**src/hdl/bpk_pkg.sv**
```systemverilog
package bpk_pkg;

    localparam int BUFFER_BYTES = 1024;
    localparam int ADDR_W       = $clog2(BUFFER_BYTES);
    localparam int CUR_W        = $clog2(BUFFER_BYTES + 1);
    localparam int VALUE_W      = 32;
    localparam int COUNT_W      = 6;
    localparam int BIT_W        = 4;

    localparam logic [1:0] MODE_CLEAR  = 2'd0;
    localparam logic [1:0] MODE_REWIND = 2'd1;
    localparam logic [1:0] MODE_WRITE  = 2'd2;
    localparam logic [1:0] MODE_READ   = 2'd3;

    localparam logic [COUNT_W-1:0] MAX_BITS = COUNT_W'(VALUE_W);

    // controller to datapath
    typedef struct packed {
        logic load;
        logic sweep;
        logic step;
        logic modify;
        logic finish;
    } dp_cmd_t;

    // datapath to controller
    typedef struct packed {
        logic rem_zero;
        logic sweep_last;
        logic out_busy;
    } dp_sts_t;

endpackage

```
**src/hdl/bpk_ctrl.sv**
```systemverilog
module bpk_ctrl (
    input  logic              clk,
    input  logic              rst_n,
    input  logic              in_valid,
    input  logic [1:0]        in_mode,
    output logic              in_ready,
    output bpk_pkg::dp_cmd_t  ctl,
    input  bpk_pkg::dp_sts_t  sts
);

    localparam logic [2:0] ST_SWEEP  = 3'd0;
    localparam logic [2:0] ST_IDLE   = 3'd1;
    localparam logic [2:0] ST_STEP   = 3'd2;
    localparam logic [2:0] ST_MODIFY = 3'd3;
    localparam logic [2:0] ST_DONE   = 3'd4;

    logic [2:0] state_reg;
    logic [2:0] state_next;
    logic       clr_pend_reg;
    logic       clr_pend_next;

    assign in_ready = (state_reg == ST_IDLE);

    always_comb
    begin
        ctl           = '0;
        state_next    = state_reg;
        clr_pend_next = clr_pend_reg;
        case (state_reg)
            ST_SWEEP:
            begin
                ctl.sweep = 1'b1;
                if (sts.sweep_last)
                begin
                    // the sweep after reset returns no beat; one after clear does
                    state_next    = clr_pend_reg ? ST_DONE : ST_IDLE;
                    clr_pend_next = 1'b0;
                end
            end
            ST_IDLE:
            begin
                if (in_valid)
                begin
                    ctl.load = 1'b1;
                    case (in_mode)
                        bpk_pkg::MODE_CLEAR:
                        begin
                            state_next    = ST_SWEEP;
                            clr_pend_next = 1'b1;
                        end
                        bpk_pkg::MODE_REWIND: state_next = ST_DONE;
                        default:              state_next = ST_STEP;
                    endcase
                end
            end
            ST_STEP:
            begin
                if (sts.rem_zero)
                begin
                    state_next = ST_DONE;
                end
                else
                begin
                    ctl.step   = 1'b1;
                    state_next = ST_MODIFY;
                end
            end
            ST_MODIFY:
            begin
                ctl.modify = 1'b1;
                state_next = ST_STEP;
            end
            ST_DONE:
            begin
                if (!sts.out_busy)
                begin
                    ctl.finish = 1'b1;
                    state_next = ST_IDLE;
                end
            end
            default: state_next = ST_IDLE;
        endcase
    end

    always_ff @(posedge clk or negedge rst_n)
    begin
        if (!rst_n)
        begin
            state_reg    <= ST_SWEEP;
            clr_pend_reg <= 1'b0;
        end
        else
        begin
            state_reg    <= state_next;
            clr_pend_reg <= clr_pend_next;
        end
    end

endmodule

```
**config.mk**
```make
export PLATFORM = sky130hd
export DESIGN_NAME = bpk_ctrl
export DESIGN_NICKNAME = d
export VERILOG_FILES = /design/src/hdl/bpk_pkg.sv /design/src/hdl/bpk_ctrl.sv
export SDC_FILE = /design/constraint.sdc
export NUM_CORES = 1
export LEC_CHECK = 0
export BUFFER_PORTS_ARGS = -buffer_cell sky130_fd_sc_hd__buf_2
export CAP_MARGIN = 20
export CORE_AREA = 2 2 39 41
export CTS_BUF_LIST = sky130_fd_sc_hd__clkbuf_4
export DETAILED_ROUTE_END_ITERATION = 16
export DIE_AREA = 0 0 41 43
export MAX_ROUTING_LAYER = met4
export REMOVE_ABC_BUFFERS = 1
export SETUP_SLACK_MARGIN = 0.05
export SYNTH_ARGS = -nofsm -noshare
export SYNTH_HDL_FRONTEND = slang
export SYNTH_SLANG_ARGS = --single-unit
```
**constraint.sdc**
```tcl
create_clock -name clk -period 1.19 [get_ports clk]
set_input_delay 0.238 -clock clk [delete_from_list [all_inputs] [get_ports clk]]
set_output_delay 0.238 -clock clk [all_outputs]
set_load 0.05 [all_outputs]
```
# Word level (Yosys, flattened, before mapping)
# Index checks and enable logic that the tools add are counted.
[word_totals]
word_cells = 35
input_bits = 8
out_inout_bits = 6
reg_bits = 4
[op_classes]
n_reduce_logical = 5
eq_ne = 9
mux = 19
[ops]
columns = ["operator", "n"]
rows = [
  ["3-bit two-way mux", 5],
  ["3-bit case mux with 5 select lines", 1],
  ["1-bit two-way mux", 11],
  ["3-bit by 2-bit equality test with 1-bit output, second input constant", 2],
  ["2-bit != test, second input constant", 3],
  ["3-bit case mux with 2 select lines", 1],
  ["4-bit AND reduction", 1],
  ["3-bit by 1-bit equality test with 1-bit output, second input constant", 1],
  ["3-bit equality test, second input constant", 1],
  ["3-bit zero test", 1],
  ["3-bit AND reduction", 1],
  ["2-bit by 1-bit equality test with 1-bit output, second input constant", 1],
  ["2-bit zero test", 1],
  ["2-bit by 1-bit != test with 1-bit output, second input constant", 1],
  ["1-bit case mux with 2 select lines", 1],
  ["2-bit nonzero test", 1],
]

# Depth between registers and ports, before layout
[logic_depth]
word_depth = 4
ltp_mapped = 4

# Worst setup path before layout
# OpenSTA, ideal clock, no wires.
[synth_timing]
kind = "flip-flop to flip-flop"
from = "register state_reg[2]"
to = "register clr_pend_reg"
slack_ns = -0.993
stages_incl_launch_ff = 5
setup_time_ns = 0.121
arrival_time_ns = 2.062
synth_period_minus_slack_ns = 2.183
t_required_ns = 1.069
path_cell_list = "dfrtp_1 -> buf_2 -> nor3_1 -> nand2_1 -> a22o_1"
[synth_between]
elab_chain_len = 3
elab_cells_between_ends = 8
classes_between = "4 x eq/ne; 1 x mux; 3 x reduce/logical"
[synth_rtl]
columns = ["element", "line", "rtl"]
rows = [
  ["start: declaration", "bpk_ctrl.sv:17", "logic [2:0] state_reg;"],
  ["start signal: assignment", "bpk_ctrl.sv:94", "state_reg <= state_next;"],
  ["3-bit by 1-bit equality test with 1-bit output or 3-bit zero test (tied branches)", "bpk_ctrl.sv:29", "case (state_reg)"],
  ["2-bit by 1-bit != test with 1-bit output (no line), or another cell as far along", "--", ""],
  ["4-bit AND reduction (no line)", "--", ""],
  ["end signal: assignment", "bpk_ctrl.sv:95", "clr_pend_reg <= clr_pend_next;"],
  ["end: declaration", "bpk_ctrl.sv:19", "logic clr_pend_reg;"],
]
# Several ways; a longest one is shown, not always the timed one.
# A chain may end at the register's enable or synchronous reset.

# Final worst setup path
[layout_timing]
from = "register state_reg[1]"
to = "register state_reg[2]"
[layout_between]
elab_chain_len = 3
elab_cells_between_ends = 10
classes_between = "7 x eq/ne; 1 x mux; 2 x reduce/logical"
[layout_rtl]
columns = ["element", "line"]
rows = [
  ["3-bit equality test, or another cell as far along", "bpk_ctrl.sv:29"],
  ["2-bit != test (no line)", "--"],
  ["3-bit AND reduction (no line)", "--"],
]
# Several ways; a longest one is shown, not always the timed one.

==> impl_metrics.csv <==
group,metric,value,unit
floorplanning,initial_core_util,0.2206,
yosys,syn_avg_cell_area,8.979,um2
critical_path,cp_slowest_cell,"dfrtp_2",
placed_design,dp_cells,68,
global_routing,grt_pass1_wl,1518,um
timing,fin_skew,0.005052,ns
power,power,1.586,mW
timing,setup_viol,10,
cells_and_area,finalInstanceArea,621.8,um2
yosys,synth_top_area_cell,"dfrtp_1",
clock_tree,cts_tree,"yes",
placed_design,place_area,429.2,um2
yosys,synth_xor_xnor_area_share,0,
yosys,synth_compound_area_frac,0.1844,
cells_and_area,instances_no_fill,80,
critical_path,r2r_end,"state_reg[2]",
run_status,status,"finished with violations",
cells_and_area,area_growth,103.7,%
worst_hold_path,hold_start,"sts[0]",
floorplanning,die_h,43,um
timing,rsz0062_at_grt,"true",
yosys,synth_common_cells,"nor2_1 (5), dfrtp_1 (4), nand2_1 (4)",
timing,fin_crit_sh,1.256,
run_status,violations,"setup timing",
critical_path,crit_buf_inv,1,
route,dr.pass1.iters,2,
cells_and_area,drive_above_1_share,0.7344,
global_routing,grt_pass1_vias,377,
global_routing,grt_max_degree,9,
placed_design,numPortBuffers,13,
critical_path,r2r_start,"state_reg[1]",
worst_hold_path,min_path_cells,2,
global_routing,antenna_found_initial,0,
yosys,synth_top_family_by_area,"simple AND/OR/NAND/NOR gates",
clock_tree,clk_pin_slew,0.04,ns
yosys,yosys-mux-area-fraction,0.04918,
floorplanning,ios,14,
yosys,synthAdderAreaFrac,0,
route,drc_errors,0,
clock_tree,cts_buffer_depth,2,
floorplanning,row_count,14,
yosys,synth_edf_count,0,
yosys,synth_top_area_share,0.3279,
placed_design,gp_congestion,0.7598,
critical_path,crit_path_max_fanout,8,
critical_path,r2r_cells,4,
placed_design,hpwl,583.6,um
clock_tree,numCtsBuffers,3,
clock_tree,h-tree-depth,1,
yosys,synth_flop_cell,"dfrtp_1",
timing,max_freq,669.1,MHz
critical_path,cp_data_required_time,1.30,ns
critical_path,path_class,"register to register",
floorplanning,core,0.001384,mm2
critical_path,end_kind,"register",
yosys,ys_async_sr_fraction,1.000,
critical_path,slowest_delay,0.47,ns
cells_and_area,largest_reg_flops,3,
worst_hold_path,hold_path.class,"input pin to register",
global_routing,grt.total_usage,0.1355,
clock_tree,root_buffer,"clkbuf_4",
timing,setup_slack,-0.3046,ns
cells_and_area,fin_nets,74,
job,maxCapViolCount,0,
floorplanning,dieArea,0.001763,mm2
yosys,syn_area,305.3,um2
yosys,yosysMostFrequentCell,"nor2_1",
worst_hold_path,hold_path_end,"state_reg[2]",
route,via_count,379,
critical_path,crit_chain,"buf_4 > mux2_4 > a32o_2 > a32o_1",
cells_and_area,multi_input_area,231.5,um2
yosys,synth-seq-cells,4,
power,p_leak,0.2896,nW
yosys,ys_warn_count,0,
clock_tree,clk_latency,0.24,ns
placed_design,dp_slack,-0.1978,ns
route,totalWireLength,996,um
route,post_drt_via_cell_ratio,4.738,
yosys,synthCells,34,
timing,slew_headroom,0.8234,
timing,worst_pin_slew,0.2637,ns
timing,hold_viol,0,
yosys,synthSimpleGateAreaFrac,0.3443,
critical_path,crit_family,"flip-flops",
yosys,yosys.cell_types.count,19,
route,dr.first_iter.drc_count,15,
floorplanning,die_x,41,um
yosys,ys_seq_area_frac,0.3279,
global_routing,grt_overflow,0,
route,antenna_left,0,
yosys,netlist_top_cells_area,"dfrtp_1 (33%), nor4b_4 (7.8%), a32o_1 (6.6%)",
route,wl_per_cell,12.45,um
critical_path,worst_setup_path_start_kind,"register",
clock_tree,cts_sinks,4,
critical_path,rrSetupSlack,-0.30,ns
power,powerDensity,2550,mW/mm2
cells_and_area,n_antenna_cell,0,
critical_path,arrival,1.61,ns
timing,period_needed,1.495,ns
cells_and_area,fill_cells,131,
cells_and_area,regArea,103.9,um2
timing,drv_slew,0,
power,peakVddDrop,1.115,mV
timing repair:
item                                    in CTS  in global routing
endpoints found under the setup margin      10                 10
hold buffers                                 1                  0
endpoints found under the hold margin        4                  0
pin swaps                                    2                  2
resized for setup                           25                  6
buffers inserted                             6                  2
report_power, final:
part / switching [mW] / internal [mW]
sequential: 0.101 / 0.191
combinational: 0.543 / 0.583
clock: 0.0547 / 0.113
layout by cell type (no fill, tap or decap), drive strengths merged, types with 2 or more instances in the layout:
cell type / instances
buf: 29
dfrtp: 4
nor3: 3
clkbuf: 3
nor3b: 2
inv: 2
a32o: 2
nor2: 5
nand2: 4
worst max path at each step:
stage,from,endpoint,slack (ns),cells after the start
global route,state_reg[0],ctl[4],-0.35,4
finish,state_reg[1],state_reg[2],-0.30,4
global placement,state_reg[0],ctl[4],-0.19,3
floorplan,state_reg[2],clr_pend_reg,-0.96,3
detailed placement,state_reg[2],ctl[2],-0.20,2
CTS,state_reg[1],in_ready,-0.28,3
worst register-to-register path, stage by stage, from the launching register on:
cell and delay (ns):
dfrtp_2 0.47, buf_4 0.16, mux2_4 0.28, a32o_2 0.24, a32o_1 0.21
logic make-up (layout without fill, tap and decap cells):
group	after synthesis	after routing
flip-flops	4	4
AO/OA/AOI/OAI	7	7
buffers and inverters	5	35
multiplexers	1	1
AND/OR/NAND/NOR	17	17
routing by layer:
layer / GRT usage / vias up / wire (um)
li1: - / 181 / -
met1: 0.1601 / 181 / 388
met2: 0.2000 / 15 / 508
met3: 0.07853 / 2 / 82
met4: 0.02000 / 0 / 17
met5: - / - / 0
final cells by class:
cell class | instances | area share
inverters | 2 | 0.01207
flip-flops and latches | 4 | 0.1670
multi-input cells | 25 | 0.3722
well taps | 16 | 0.03219
repair buffers | 30 | 0.3803
clock buffers | 3 | 0.03622
through the flow:
stage	util	hold slack, ns	TNS [ns]
6_report	0.4494	0.3133	-2.175
5_1_grt	0.4494	0.3183	-2.658
4_1_cts	0.4222	0.2956	-2.003
3_5_place_dp	0.3101	0.04717	-1.380
3_3_place_gp	0.3101	0.04557	-1.359
2_1_floorplan	-	-0.05759	-5.819
(Power assumes the default switching activity.)
